--- src/hw/rtl/pwbd_pkg.sv ---
// ----------------------------------------------------------------------------
// pwbd_pkg
// Shared types and constants of the parity woven block deframer: item
// layouts, status codes, register indexes and the chain-word constants.
// ----------------------------------------------------------------------------
package pwbd_pkg;

    // Result status codes.
    typedef enum logic [2:0] {
        STATUS_OK        = 3'd0,
        STATUS_TRUNCATED = 3'd1,
        STATUS_XOR_BAD   = 3'd2,
        STATUS_CHAIN_BAD = 3'd3,
        STATUS_ORDER_BAD = 3'd4
    } status_t;

    // Configuration register indexes.
    typedef enum logic [1:0] {
        REG_SECTION_LENGTH = 2'd0,
        REG_ENCODED        = 2'd1,
        REG_OBFUSCATED     = 2'd2
    } reg_index_t;

    // One input item.
    typedef struct packed {
        logic       first_byte;
        logic [7:0] in_byte;
    } in_item_t;

    // One result item.
    typedef struct packed {
        logic        has_data;
        logic [7:0]  out_byte;
        status_t     status;
        logic [31:0] block_number;
        logic        run_last;
    } out_item_t;

    // Request from the ingest logic to the release sequencer.
    typedef struct packed {
        logic      single;   // one result item, carried in item
        logic      run;      // release the buffered block
        out_item_t item;
    } pwbd_req_t;

    localparam logic [7:0]  OBF_KEY      = 8'h4D;
    localparam int          TRAILER_LEN  = 12;
    localparam logic [3:0]  LAST_TRAILER = 4'd11;
    localparam logic [31:0] SEED_WORD    = 32'hA7C3E91F;
    localparam logic [31:0] FNV_PRIME    = 32'h01000193;

    // The chain step folds x in and out again, so it reduces to a multiply
    // of the chain word by the fourth power of the prime.
    localparam logic [63:0] FNV_P2_FULL = 64'(FNV_PRIME) * 64'(FNV_PRIME);
    localparam logic [31:0] FNV_P2      = FNV_P2_FULL[31:0];
    localparam logic [63:0] FNV_P4_FULL = 64'(FNV_P2) * 64'(FNV_P2);
    localparam logic [31:0] CHAIN_STEP  = FNV_P4_FULL[31:0];
    localparam logic [63:0] CHAIN_INIT_FULL = 64'(SEED_WORD) * 64'(CHAIN_STEP);
    localparam logic [31:0] CHAIN_INIT  = CHAIN_INIT_FULL[31:0];

endpackage

--- src/hw/rtl/parity_woven_block_deframer_unit.sv ---
// ----------------------------------------------------------------------------
// parity_woven_block_deframer_unit
// Section deframer: strips and checks block trailers, buffers each block in
// a RAM and releases its data bytes once the trailer has passed.
// ----------------------------------------------------------------------------
//
//  Channel | Direction | Handshake            | Payload
//  --------+-----------+----------------------+-------------------------------
//  in      | input     | in_valid / in_stall   | in_item  (first_byte, in_byte)
//  out     | output    | out_valid / out_stall | out_item (has_data .. run_last)
//  cfg     | input     | cfg_write             | cfg_index, cfg_data
//
//  An input item is taken when the release sequencer is idle and the output
//  register is free or being emptied. A block that passes its trailer check
//  is read back from the store through its single read port: the first read
//  is started, then one data byte follows per cycle while the output is not
//  stalled. Input is stalled for as long as the release runs, which keeps the
//  store from being written while it is read. Reset clears all control state;
//  the store itself is not cleared and needs no clearing pass.
//
module parity_woven_block_deframer_unit #(
    parameter int STRIDE      = 64,
    parameter int LENGTH_BITS = 29
) (
    input  logic                   clk,
    input  logic                   rst_n,
    input  logic                   in_valid,
    output logic                   in_stall,
    input  pwbd_pkg::in_item_t     in_item,
    output logic                   out_valid,
    input  logic                   out_stall,
    output pwbd_pkg::out_item_t    out_item,
    input  logic                   cfg_write,
    input  logic [1:0]             cfg_index,
    input  logic [LENGTH_BITS-1:0] cfg_data
);
    import pwbd_pkg::*;

    localparam int FILL_W = $clog2(STRIDE + 1);
    localparam int ADDR_W = (STRIDE > 1) ? $clog2(STRIDE) : 1;

    logic [LENGTH_BITS-1:0] section_length_reg;
    logic                   encoded_reg;
    logic                   obfuscated_reg;

    logic              accept;
    logic              rel_ready;
    logic              wr_en;
    logic [ADDR_W-1:0] wr_addr;
    logic [7:0]        wr_data;
    logic              rd_en;
    logic [ADDR_W-1:0] rd_addr;
    logic [7:0]        rd_data;
    pwbd_req_t         req;
    logic [FILL_W-1:0] fill;

    assign in_stall = !rel_ready;
    assign accept   = in_valid && rel_ready;

    // Configuration registers.
    always_ff @(posedge clk or negedge rst_n)
    begin
        if (!rst_n)
        begin
            section_length_reg <= '0;
            encoded_reg        <= 1'b1;
            obfuscated_reg     <= 1'b0;
        end
        else if (cfg_write)
        begin
            unique case (cfg_index)
                REG_SECTION_LENGTH: section_length_reg <= cfg_data;
                REG_ENCODED:        encoded_reg        <= cfg_data[0];
                REG_OBFUSCATED:     obfuscated_reg     <= cfg_data[0];
                default:            ;
            endcase
        end
    end

    // Block store.
    pwbd_ram #(
        .WIDTH (8),
        .DEPTH (STRIDE)
    ) u_store (
        .clk     (clk),
        .wr_en   (wr_en),
        .wr_addr (wr_addr),
        .wr_data (wr_data),
        .rd_en   (rd_en),
        .rd_addr (rd_addr),
        .rd_data (rd_data)
    );

    // Byte intake and trailer checks.
    pwbd_ingest #(
        .STRIDE      (STRIDE),
        .LENGTH_BITS (LENGTH_BITS)
    ) u_ingest (
        .clk            (clk),
        .rst_n          (rst_n),
        .accept         (accept),
        .in_item        (in_item),
        .section_length (section_length_reg),
        .encoded        (encoded_reg),
        .obfuscated     (obfuscated_reg),
        .wr_en          (wr_en),
        .wr_addr        (wr_addr),
        .wr_data        (wr_data),
        .req            (req),
        .fill           (fill)
    );

    // Release sequencer and output register.
    pwbd_release #(
        .STRIDE (STRIDE)
    ) u_release (
        .clk       (clk),
        .rst_n     (rst_n),
        .req       (req),
        .run_count (fill),
        .rd_en     (rd_en),
        .rd_addr   (rd_addr),
        .rd_data   (rd_data),
        .out_valid (out_valid),
        .out_stall (out_stall),
        .out_item  (out_item),
        .ready     (rel_ready)
    );

    // A full output register that is held back must hold back the input.
    assert property (@(posedge clk) disable iff (!rst_n)
        out_valid && out_stall |-> in_stall)
        else $error("input taken while the output register is full and stalled");

    // Results without a data byte always close the item's results.
    assert property (@(posedge clk) disable iff (!rst_n)
        out_valid && !out_item.has_data |-> out_item.run_last)
        else $error("status-only result not marked as last");

    // Released data never carries a failure code.
    assert property (@(posedge clk) disable iff (!rst_n)
        out_valid && out_item.has_data |-> out_item.status == STATUS_OK)
        else $error("data byte released with a failure status");

    // The store is never written while a block is being read out.
    assert property (@(posedge clk) disable iff (!rst_n)
        rd_en |-> !wr_en)
        else $error("store written during a release");

endmodule

--- src/hw/rtl/pwbd_ram.sv ---
// ----------------------------------------------------------------------------
// pwbd_ram
// Generic simple dual-port RAM: one write port, one read port with a
// registered read that holds its data while the read enable is low.
// ----------------------------------------------------------------------------
module pwbd_ram #(
    parameter  int WIDTH  = 8,
    parameter  int DEPTH  = 64,
    localparam int ADDR_W = (DEPTH > 1) ? $clog2(DEPTH) : 1
) (
    input  logic              clk,
    input  logic              wr_en,
    input  logic [ADDR_W-1:0] wr_addr,
    input  logic [WIDTH-1:0]  wr_data,
    input  logic              rd_en,
    input  logic [ADDR_W-1:0] rd_addr,
    output logic [WIDTH-1:0]  rd_data
);

    logic [WIDTH-1:0] mem [DEPTH];

    // Write port and registered read port.
    always_ff @(posedge clk)
    begin
        if (wr_en)
        begin
            mem[wr_addr] <= wr_data;
        end
        if (rd_en)
        begin
            rd_data <= mem[rd_addr];
        end
    end

endmodule

--- src/hw/rtl/pwbd_ingest.sv ---
// ----------------------------------------------------------------------------
// pwbd_ingest
// Per-byte section state: position, de-obfuscation, block buffering into the
// store, trailer collection and the three trailer checks.
// ----------------------------------------------------------------------------
module pwbd_ingest #(
    parameter  int STRIDE      = 64,
    parameter  int LENGTH_BITS = 29,
    localparam int FILL_W      = $clog2(STRIDE + 1),
    localparam int ADDR_W      = (STRIDE > 1) ? $clog2(STRIDE) : 1
) (
    input  logic                 clk,
    input  logic                 rst_n,
    input  logic                 accept,
    input  pwbd_pkg::in_item_t   in_item,
    input  logic [LENGTH_BITS-1:0] section_length,
    input  logic                 encoded,
    input  logic                 obfuscated,
    output logic                 wr_en,
    output logic [ADDR_W-1:0]    wr_addr,
    output logic [7:0]           wr_data,
    output pwbd_pkg::pwbd_req_t  req,
    output logic [FILL_W-1:0]    fill
);
    import pwbd_pkg::*;

    logic [LENGTH_BITS-1:0] pos_reg, pos_next, pos_e;
    logic [FILL_W-1:0]      fill_reg, fill_next, fill_e;
    logic [3:0]             tcount_reg, tcount_next, tcount_e;
    logic [95:0]            tbytes_reg, tbytes_next;
    logic [7:0]             xor_reg, xor_next, xor_e;
    logic [31:0]            expect_reg, expect_next, expect_e;
    logic [31:0]            counter_reg, counter_next, counter_e;
    logic                   failed_reg, failed_next, failed_e;

    logic                   first;
    logic [7:0]             byte_dec;
    logic                   room_ok;
    logic [31:0]            word_xor, word_chain, word_index;

    assign first = in_item.first_byte;

    // State as seen by this item: a first byte starts from the cleared values.
    assign pos_e     = first ? '0 : pos_reg;
    assign fill_e    = first ? '0 : fill_reg;
    assign tcount_e  = first ? '0 : tcount_reg;
    assign xor_e     = first ? '0 : xor_reg;
    assign expect_e  = first ? CHAIN_INIT : expect_reg;
    assign counter_e = first ? '0 : counter_reg;
    assign failed_e  = first ? 1'b0 : failed_reg;

    // Position-keyed de-obfuscation.
    assign byte_dec = obfuscated ? (in_item.in_byte ^ OBF_KEY ^ pos_e[7:0]) : in_item.in_byte;

    // At least a trailer's worth of the section remains after this byte.
    assign room_ok = ({1'b0, pos_e} + (LENGTH_BITS + 1)'(TRAILER_LEN)) < {1'b0, section_length};

    // Trailer words; the last byte arrives with the current item.
    assign word_xor   = tbytes_reg[31:0];
    assign word_chain = tbytes_reg[63:32];
    assign word_index = {in_item.in_byte ^ (obfuscated ? (OBF_KEY ^ pos_e[7:0]) : 8'h00),
                         tbytes_reg[87:64]};

    assign wr_addr = fill_e[ADDR_W-1:0];
    assign wr_data = byte_dec;
    assign fill    = fill_e;

    // Byte handling and trailer checks.
    always_comb
    begin
        pos_next     = pos_reg;
        fill_next    = fill_reg;
        tcount_next  = tcount_reg;
        tbytes_next  = tbytes_reg;
        xor_next     = xor_reg;
        expect_next  = expect_reg;
        counter_next = counter_reg;
        failed_next  = failed_reg;
        wr_en        = 1'b0;
        req          = '0;
        if (accept)
        begin
            pos_next     = pos_e;
            fill_next    = fill_e;
            tcount_next  = tcount_e;
            xor_next     = xor_e;
            expect_next  = expect_e;
            counter_next = counter_e;
            failed_next  = failed_e;
            if (!failed_e && (pos_e < section_length))
            begin
                pos_next = pos_e + 1'b1;
                priority if (!encoded)
                begin
                    // Raw section: the byte goes straight out.
                    req.single = 1'b1;
                    req.item   = '{has_data: 1'b1, out_byte: in_item.in_byte,
                                   status: STATUS_OK, block_number: 32'd0, run_last: 1'b1};
                end
                else if ((tcount_e == 4'd0) && (fill_e == '0) && !room_ok)
                begin
                    // A block starts with no room left for data and trailer.
                    failed_next = 1'b1;
                    req.single  = 1'b1;
                    req.item    = '{has_data: 1'b0, out_byte: 8'h00,
                                    status: STATUS_TRUNCATED, block_number: counter_e,
                                    run_last: 1'b1};
                end
                else if ((tcount_e == 4'd0) && (fill_e < FILL_W'(STRIDE)) && room_ok)
                begin
                    // Data byte: buffer it and fold it into the XOR.
                    wr_en     = 1'b1;
                    fill_next = fill_e + 1'b1;
                    xor_next  = xor_e ^ byte_dec;
                end
                else if (tcount_e != LAST_TRAILER)
                begin
                    // Trailer byte other than the last one.
                    tbytes_next[{tcount_e, 3'b000} +: 8] = byte_dec;
                    tcount_next = tcount_e + 1'b1;
                end
                else
                begin
                    // Last trailer byte: run the checks in order.
                    tbytes_next[{tcount_e, 3'b000} +: 8] = byte_dec;
                    tcount_next = 4'd0;
                    req.item    = '{has_data: 1'b0, out_byte: 8'h00, status: STATUS_OK,
                                    block_number: counter_e, run_last: 1'b1};
                    priority if (word_xor != {24'h000000, xor_e})
                    begin
                        failed_next     = 1'b1;
                        req.single      = 1'b1;
                        req.item.status = STATUS_XOR_BAD;
                    end
                    else if (word_chain != expect_e)
                    begin
                        failed_next     = 1'b1;
                        req.single      = 1'b1;
                        req.item.status = STATUS_CHAIN_BAD;
                    end
                    else if (word_index != counter_e)
                    begin
                        failed_next     = 1'b1;
                        req.single      = 1'b1;
                        req.item.status = STATUS_ORDER_BAD;
                    end
                    else
                    begin
                        // Block good: release what was buffered, advance the chain.
                        expect_next  = expect_e * CHAIN_STEP;
                        counter_next = counter_e + 32'd1;
                        xor_next     = 8'h00;
                        fill_next    = '0;
                        if (fill_e == '0)
                        begin
                            req.single = 1'b1;
                        end
                        else
                        begin
                            req.run = 1'b1;
                        end
                    end
                end
            end
        end
    end

    // Running state registers.
    always_ff @(posedge clk or negedge rst_n)
    begin
        if (!rst_n)
        begin
            pos_reg     <= '0;
            fill_reg    <= '0;
            tcount_reg  <= 4'd0;
            tbytes_reg  <= '0;
            xor_reg     <= 8'h00;
            expect_reg  <= CHAIN_INIT;
            counter_reg <= 32'd0;
            failed_reg  <= 1'b0;
        end
        else
        begin
            pos_reg     <= pos_next;
            fill_reg    <= fill_next;
            tcount_reg  <= tcount_next;
            tbytes_reg  <= tbytes_next;
            xor_reg     <= xor_next;
            expect_reg  <= expect_next;
            counter_reg <= counter_next;
            failed_reg  <= failed_next;
        end
    end

endmodule

--- src/hw/rtl/pwbd_release.sv ---
// ----------------------------------------------------------------------------
// pwbd_release
// Release sequencer and output register: reads a checked block out of the store
// one byte a cycle unless the output stalls, and presents single result items.
// ----------------------------------------------------------------------------
module pwbd_release #(
    parameter  int STRIDE = 64,
    localparam int FILL_W = $clog2(STRIDE + 1),
    localparam int ADDR_W = (STRIDE > 1) ? $clog2(STRIDE) : 1
) (
    input  logic                 clk,
    input  logic                 rst_n,
    input  pwbd_pkg::pwbd_req_t  req,
    input  logic [FILL_W-1:0]    run_count,
    output logic                 rd_en,
    output logic [ADDR_W-1:0]    rd_addr,
    input  logic [7:0]           rd_data,
    output logic                 out_valid,
    input  logic                 out_stall,
    output pwbd_pkg::out_item_t  out_item,
    output logic                 ready
);
    import pwbd_pkg::*;

    typedef enum logic [2:0] {
        S_IDLE = 3'b001,
        S_READ = 3'b010,
        S_SHOW = 3'b100
    } rel_state_t;

    rel_state_t        state_reg, state_next;
    logic [FILL_W-1:0] count_reg, count_next;
    logic [FILL_W-1:0] idx_reg, idx_next;
    logic [31:0]       blk_reg, blk_next;
    logic              out_valid_reg, out_valid_next;
    out_item_t         out_item_reg, out_item_next;
    logic              can_load;
    logic              is_last;

    assign can_load  = !out_valid_reg || !out_stall;
    assign is_last   = (idx_reg + 1'b1) == count_reg;
    assign ready     = (state_reg == S_IDLE) && can_load;
    assign out_valid = out_valid_reg;
    assign out_item  = out_item_reg;

    // Sequencer: one read in flight, the read data holds while the output waits.
    always_comb
    begin
        state_next     = state_reg;
        count_next     = count_reg;
        idx_next       = idx_reg;
        blk_next       = blk_reg;
        out_valid_next = out_valid_reg && out_stall;
        out_item_next  = out_item_reg;
        rd_en          = 1'b0;
        rd_addr        = idx_reg[ADDR_W-1:0];
        unique case (state_reg)
            S_IDLE:
            begin
                if (req.single)
                begin
                    out_valid_next = 1'b1;
                    out_item_next  = req.item;
                end
                if (req.run)
                begin
                    count_next = run_count;
                    blk_next   = req.item.block_number;
                    state_next = S_READ;
                end
            end
            S_READ:
            begin
                rd_en      = 1'b1;
                rd_addr    = '0;
                idx_next   = '0;
                state_next = S_SHOW;
            end
            S_SHOW:
            begin
                if (can_load)
                begin
                    out_valid_next = 1'b1;
                    out_item_next  = '{has_data: 1'b1, out_byte: rd_data, status: STATUS_OK,
                                       block_number: blk_reg, run_last: is_last};
                    if (is_last)
                    begin
                        state_next = S_IDLE;
                    end
                    else
                    begin
                        rd_en    = 1'b1;
                        rd_addr  = idx_reg[ADDR_W-1:0] + 1'b1;
                        idx_next = idx_reg + 1'b1;
                    end
                end
            end
            default:
            begin
                state_next = S_IDLE;
            end
        endcase
    end

    // Control registers.
    always_ff @(posedge clk or negedge rst_n)
    begin
        if (!rst_n)
        begin
            state_reg     <= S_IDLE;
            out_valid_reg <= 1'b0;
        end
        else
        begin
            state_reg     <= state_next;
            out_valid_reg <= out_valid_next;
        end
    end

    // Payload registers.
    always_ff @(posedge clk)
    begin
        count_reg    <= count_next;
        idx_reg      <= idx_next;
        blk_reg      <= blk_next;
        out_item_reg <= out_item_next;
    end

endmodule
--- config.mk ---
export PLATFORM = sky130hd
export DESIGN_NAME = parity_woven_block_deframer_unit
export DESIGN_NICKNAME = d
export VERILOG_FILES = /design/src/hw/rtl/pwbd_pkg.sv /design/src/hw/rtl/parity_woven_block_deframer_unit.sv /design/src/hw/rtl/pwbd_ram.sv /design/src/hw/rtl/pwbd_ingest.sv /design/src/hw/rtl/pwbd_release.sv
export SDC_FILE = /design/constraint.sdc
export NUM_CORES = 2
export LEC_CHECK = 0
export BUFFER_PORTS_ARGS = -buffer_cell sky130_fd_sc_hd__buf_2
export CORE_MARGIN = 4
export CORE_UTILIZATION = 55
export DETAILED_ROUTE_END_ITERATION = 8
export HOLD_SLACK_MARGIN = 0.05
export PLACE_DENSITY = 0.71
export SETUP_SLACK_MARGIN = 0.2
export SYNTH_ARGS = -nofsm -noshare
export SYNTH_HDL_FRONTEND = slang
export SYNTH_SLANG_ARGS = --single-unit
--- constraint.sdc ---
create_clock -name clk -period 7.9 [get_ports clk]
set_input_delay 1.58 -clock clk [delete_from_list [all_inputs] [get_ports clk]]
set_output_delay 1.58 -clock clk [all_outputs]
set_load 0.05 [all_outputs]
* Word-level counts from Yosys, hierarchy flattened
Memory sizes are Yosys's and may differ from the RTL's. A register that Yosys moved wholly into a read port is not among the register bits.
Index checks and enable logic that the tools add are counted.
W data, S select, Z words.
** Storage, ports and cells
- Input port bits :: 45
- Output and inout port bits :: 47
- Logic and storage cells :: 188
- Memory bits (writable) :: 512
- Memories kept :: 1
- Flip-flop bits (word level) :: 335
** Cells by class
- Reduce and logical (&&, ||, !) cells :: 27
- Bitwise logic cells :: 7
- Equal/unequal tests :: 15
- $add $sub $neg :: 8
- $lt $le $gt $ge :: 3
- Multipliers :: 1
- Shifts and indexed selects :: 2
- Mux-type cells :: 103
** Memories
- u_store.mem :: depth 64, bits a word 8, read ports 1, clocked after memory_dff 1, write ports 1, RTL line pwbd_ram.sv:20 : logic [WIDTH-1:0] mem [DEPTH];
** Operator list (number)
- $mux W32 :: 18
- $mux W47 :: 4
- $mux W45 :: 4
- $bwmux W96 :: 1
- $shift A8 B9 Y96 const A :: 1
- $shiftx A8 B9 Y96 :: 1
- $pmux W45 S2 :: 1
- $mux W8 :: 11
- $mux W7 :: 11
- $ne A32 B32 Y1 :: 2
- $mux W29 :: 2
- $add A32 B1 Y32 const B :: 1
- $mul A32 B31 Y32 const B :: 1
- $mux W1 :: 32
- $ne A32 B8 Y1 :: 1
- $add A29 B4 Y30 const B :: 1
- $lt A30 B29 Y1 :: 1
- $add A29 B1 Y29 const B :: 1
- $lt A29 B29 Y1 :: 1
- $mux W4 :: 6
- $xor A8 B8 Y8 :: 3
- $mux W3 :: 6
- $add A7 B1 Y7 const B :: 2
- $pmux W7 S2 :: 1
- 29 further kinds :: 53

* Depth between registers and ports, before layout
- Depth in word-level cells :: 16
- Mapped depth :: 35

* Cells and area by module
A second synthesis with hierarchy kept.
** Second synthesis, totals
- Cells, all modules :: 3659
- Area total of the unflattened synthesis :: 46326.9 µm²
** By module, submodules not included
- pwbd_ingest :: seq. area each 5049.8 µm², area an instance 20895.0 µm², cells each 2302, times used 1
- pwbd_ram :: seq. area each 15615.0 µm², area an instance 20270.7 µm², cells each 972, times used 1
- pwbd_release :: seq. area each 2834.0 µm², area an instance 3921.3 µm², cells each 315, times used 1
- parity_woven_block_deframer_unit :: seq. area each 777.0 µm², area an instance 1239.9 µm², cells each 70, times used 1

* Worst setup path after synthesis
Ideal clock, no wire load.
- Path kind :: input port to flip-flop
- Start :: input port in_item[8] (netlist name)
- End :: register u_ingest.expect_reg[30]
- Data required time :: 7764 ps
- Stages on the path :: 31
- Buffers on the path :: 10
- Setup time :: 136 ps
- Arrival time :: 10008 ps
- Path slack :: -2244 ps
- Path through :: buf_2 -> buf_2 -> buf_2 -> clkbuf_1 -> clkbuf_1 -> buf_2 -> buf_2 -> clkbuf_1 -> buf_1 -> clkbuf_1 -> nor2_1 -> ha_1 -> or2_2 -> fa_1 -> fa_1 -> inv_1 -> fa_1 -> inv_1 -> fa_1 -> fa_1 -> fa_1 -> ha_1 -> ha_1 -> a2111oi_0 -> a21oi_1 -> a311oi_1 -> o22ai_1 -> or4_1 -> o311a_1 -> xnor2_1 -> o21ai_0
** On the way
- Word-level cells in the longest chain between the ends :: 13
- Elaborated cells on any way between the ends :: 36
- Those cells by class :: add/sub (1); mul (1); order compare (3); eq/ne (4); mux (16); bitwise (2); reduce/logical (9)
** RTL lines
- from (decl) :: RTL line parity_woven_block_deframer_unit.sv:29 : input pwbd_pkg::in_item_t in_item,
- branches (longest 12 deep; another with $mul A32 B31 Y32)
- $mux W32 (*) :: RTL line pwbd_ingest.sv:90 : if (!failed_e && (pos_e < section_length))
- to (signal assigned) :: RTL line pwbd_ingest.sv:189 : expect_reg <= expect_next;
- to (decl) :: RTL line pwbd_ingest.sv:32 : logic [31:0] expect_reg, expect_next, expect_e;
Mark *: on every way between the ends.
A chain may end at the register's enable or synchronous reset.

* Worst setup path after layout
- Start :: input port in_item[8] (netlist name)
- End :: register u_ingest.expect_reg[30]
** On the way
- Elaborated cells on any way between the ends :: 36
- Those cells by class :: add/sub (1); mul (1); order compare (3); eq/ne (4); mux (16); bitwise (2); reduce/logical (9)
** RTL lines
- $mux W32 (*) :: RTL line pwbd_ingest.sv:48 : assign expect_e = first ? CHAIN_INIT : expect_reg;
- net u_ingest.expect_e[3] :: RTL line pwbd_ingest.sv:32
- $mul A32 B31 Y32 :: RTL line pwbd_ingest.sv:150 : expect_next = expect_e * CHAIN_STEP;
- $mux W32 :: RTL line pwbd_ingest.sv:141 : else if (word_index != counter_e)
- $mux W32 (*) :: RTL line pwbd_ingest.sv:135 : else if (word_chain != expect_e)
- $mux W32 (*) :: RTL line pwbd_ingest.sv:129 : priority if (word_xor != {24'h000000, xor_e})
- $mux W32 (*) :: RTL line pwbd_ingest.sv:116 : else if (tcount_e != LAST_TRAILER)
- $mux W32 (*) :: RTL line pwbd_ingest.sv:109 : else if ((tcount_e == 4'd0) && (fill_e < FILL_W'(STRIDE)) && room_ok)
- $mux W32 (*) :: RTL line pwbd_ingest.sv:100 : else if ((tcount_e == 4'd0) && (fill_e == '0) && !room_ok)
- $mux W32 (*) :: RTL line pwbd_ingest.sv:93 : priority if (!encoded)
- $mux W32 (*) :: RTL line pwbd_ingest.sv:90
Mark *: on every way through the listed nets, which the timed path passes. The rest lies on a longest branch.

==> metrics.md <==
| Metric | Value |
|---|---|
| WP data required | `8400 ps` |
| Highest clock rate | `135.9 MHz` |
| Number of cell rows | `105` |
| Hold WS | `499.3 ps` |
| Total wire length | `121.7 mm` |
| Critical path's slowest cell | `fa_1` |
| Die area | `88630 um^2` |
| Routability Congestion | `0.9446` |
| Fraction of layout cells with a size suffix above 1 | `14.56%` |
| Reg2Reg Depth | `26` |
| Biggest area consumer among synthesized cells | `edfxtp_1` |
| Detailed-route DRC error count | `0` |
| Crit. End Element | `register` |
| Mapped cell area | `46160 um^2` |
| Vias | `32170` |
| Max reg flops | `512` |
| Core footprint | `82640 um^2` |
| GRT Overall Usage | `27.36%` |
| DP HPWL | `85.31 mm` |
| Largest net degree at the start of global routing | `158` |
| Post-synthesis sequential area ratio | `52.59%` |
| Initial Util | `55.86%` |
| Die Wd | `297.7 um` |
| Fin Clk Skew | `52.34 ps` |
| Crit path time final | `7361 ps` |
| Reg power frac | `51.1%` |
| Total grt overflow | `0` |
| Yosys warnings | `0` |
| Clk buf depth | `3` |
| Net switching power | `2.420 mW` |
| CP most frequent cell | `fa_1` |
| Top cell type's share of synthesized area | `39.75%` |
| Setup-failing EPs final | `0` |
| Cells after Synth | `4023` |
| # port buffers | `91` |
| Clock power share | `40.8%` |
| Pwr dens | `190.1 nW/um^2` |
| Clk sinks | `847` |
| H-tree level count | `3` |
| Nets | `4675` |
| Type of the tightest min-delay check | `register to register` |
| Run status | `finished clean` |
| Comb pwr share | `8.2%` |
| Post-synth top cells | `611 x edfxtp_1, 478 x nand2_1, 369 x nor2_1` |
| Critical path type | `input port to register` |
| Final ANT Viol Nets | `0` |
| Pint | `7.487 mW` |
| Die height | `297.7 um` |
| Max IR drop VDD | `159.5 uV` |
| Total leakage power | `21.66 nW` |
| Share of async-settable or async-resettable flops after synthesis | `27.86%` |
| Most frequent cell after synthesis | `edfxtp_1` |
| Worst-margin pin slew | `1032 ps` |
| Crit path arrival time | `7860 ps` |
| RSZ-0062 raised after global routing | `false` |
| Period utilization | `93.18%` |
| Final Max Slew Viols | `0` |
| Area Overhead vs Synth | `12.88%` |
| Initial DRC Count | `3310` |
| CP max stage delay | `550 ps` |
| Setup_tns | `0 ps` |
| Number of global-route vias before repair | `31790` |
| Worst-Skew Late Latency | `650 ps` |
| Hold buffer count at cts | `0` |
| CTS tree | `yes` |
| Crit path max fanout | `4` |
| Clock transition at path regs | `60 ps` |
| Syn_area_per_cell | `11.47 um^2` |
| WL/cell | `22.55 um` |
| Post-synth top flop | `edfxtp_1` |
| First-pass GRT wire length | `189.0 mm` |
| #FFs+latches synth | `847` |
| Final core occ | `63.06%` |
| Total iterations of the first detailed-routing run | `6` |
| Startpoint Class | `input port` |
| WHS Path Cells | `1` |
| Syn_nets | `4445` |
| Initial antenna violation count | `3` |
| Max-Cap Viols | `0` |
| Fin. Hold Viols | `0` |
| Sw frac | `24.43%` |
| Root buffer cell | `clkbuf_16` |
| Synth cell types | `94` |
| Post-synth EDFFs | `611` |
| Num CTS Buffers | `88` |
| IO Pins | `92` |
| Synth area leaders | `edfxtp_1 40%, dfrtp_1 12%, ha_1 6.5%, fa_1 6.0%, nand2_1 3.9%` |
| Vias per Instance | `5.961` |
| Worst slew margin | `31.19%` |
## stage by stage
step | total power, mW | cell area, um^2 | cells | worst slack, ps
after floorplan | 5.608 | 46560 | 4023 | -469.0
after CTS | 9.948 | 52030 | 5394 | 382.1
after global placement | 5.919 | 49210 | 5231 | -215.8
final | 9.907 | 52110 | 5397 | 539.0
after global routing | 10.23 | 52110 | 5397 | 186.5
after detailed placement | 5.942 | 49210 | 5231 | -247.0
## layout by cell type (no fill, tap or decap), types with 13 or more instances in the layout
cell         n
a21o_1      72
a21oi_1    133
a22o_1      28
a22oi_1     21
a31oi_1     49
a32oi_1     16
and2_1      40
and3_1      50
buf_2       89
buf_4      212
clkbuf_1    22
clkbuf_16   89
clkinv_1    18
clkinv_2    13
dfrtp_1    218
dfstp_2     18
edfxtp_1   611
fa_1       132
ha_1       222
ha_4        17
inv_1      285
mux2_2      70
mux2i_1    101
nand2_1    475
nand2b_1    22
nand3_1    125
nand4_1     45
nor2_1     359
nor2b_1     53
nor3_1      41
nor4_1      26
nor4bb_1    18
o21ai_0    113
o221ai_1    19
o22ai_1     17
o32ai_1     25
or2_2       20
xnor2_1    129
xor2_1      82
## critical path: cells and delay by family
kind,cells,cell delay [ps]
AO/OA/AOI/OAI,8,1130
buffers and inverters,4,410
adder cells (fa/ha/maj),9,3420
XOR/XNOR,2,330
AND/OR/NAND/NOR,3,990
## power groups by stage
stage | registers, mW | clock network, mW | logic [mW]
2_1_floorplan | 5.19 | 0 | 0.414
3_3_place_gp | 5.14 | 0 | 0.780
3_5_place_dp | 5.14 | 0 | 0.798
4_1_cts | 5.05 | 4.09 | 0.804
5_1_grt | 5.07 | 4.28 | 0.879
6_report | 5.06 | 4.04 | 0.808
## path summary, 6_finish.rpt
kind	to	slack, ps	from
max	u_ingest.expect_reg[30]	540	in_item[8]
min reg2reg	u_ingest.pos_reg[1]	500	u_ingest.pos_reg[1]
min in group asynchronous	section_length_reg[19]	880	rst_n
min	u_ingest.pos_reg[1]	500	u_ingest.pos_reg[1]
max in group asynchronous	u_ingest.tbytes_reg[37]	5630	rst_n
max reg2reg	u_ingest.expect_reg[30]	950	u_ingest.expect_reg[8]
## per-layer routing
metal  vias to the layer above  share of wire, %  routed length, um  GRT usage (%)
li1                      14710                 -                  -              -
met5                         -             0.022                 27              0
met4                         4               3.1               3821          8.412
met2                      1312                46              56370          43.35
met3                       229               7.8               9457          4.267
met1                     15910                43              52010          39.34
## cell families (layout without fill, tap and decap cells)
kind of cell | Yosys count | after routing | synth area share, %
AND/OR/NAND/NOR | 1352 | 1352 | 13.72
flip-flops | 847 | 847 | 52.59
AO/OA/AOI/OAI | 587 | 587 | 8.481
buffers and inverters | 465 | 768 | 4.163
adder cells (fa/ha/maj) | 377 | 377 | 12.46
XOR/XNOR | 214 | 214 | 4.139
multiplexers | 181 | 181 | 4.442
other | 0 | 1 | 0
## area by class of cell
type,count,area [um^2]
Fill cell,6380,30530
Sequential cell,847,24280
Timing Repair Buffer,311,2223
Multi-Input combinational cell,2711,20350
Inverter,294,1104
Clock inverter,45,412.9
Antenna cell,1,2.502
Clock buffer,118,2406
Tap cell,1070,1339
## repair_timing
action,4_1_cts,5_1_grt
gates resized for setup,0,10
endpoints found under the hold margin,0,0
setup buffers,0,2
endpoints found under the setup margin,0,3
(Power assumes the default switching activity.)
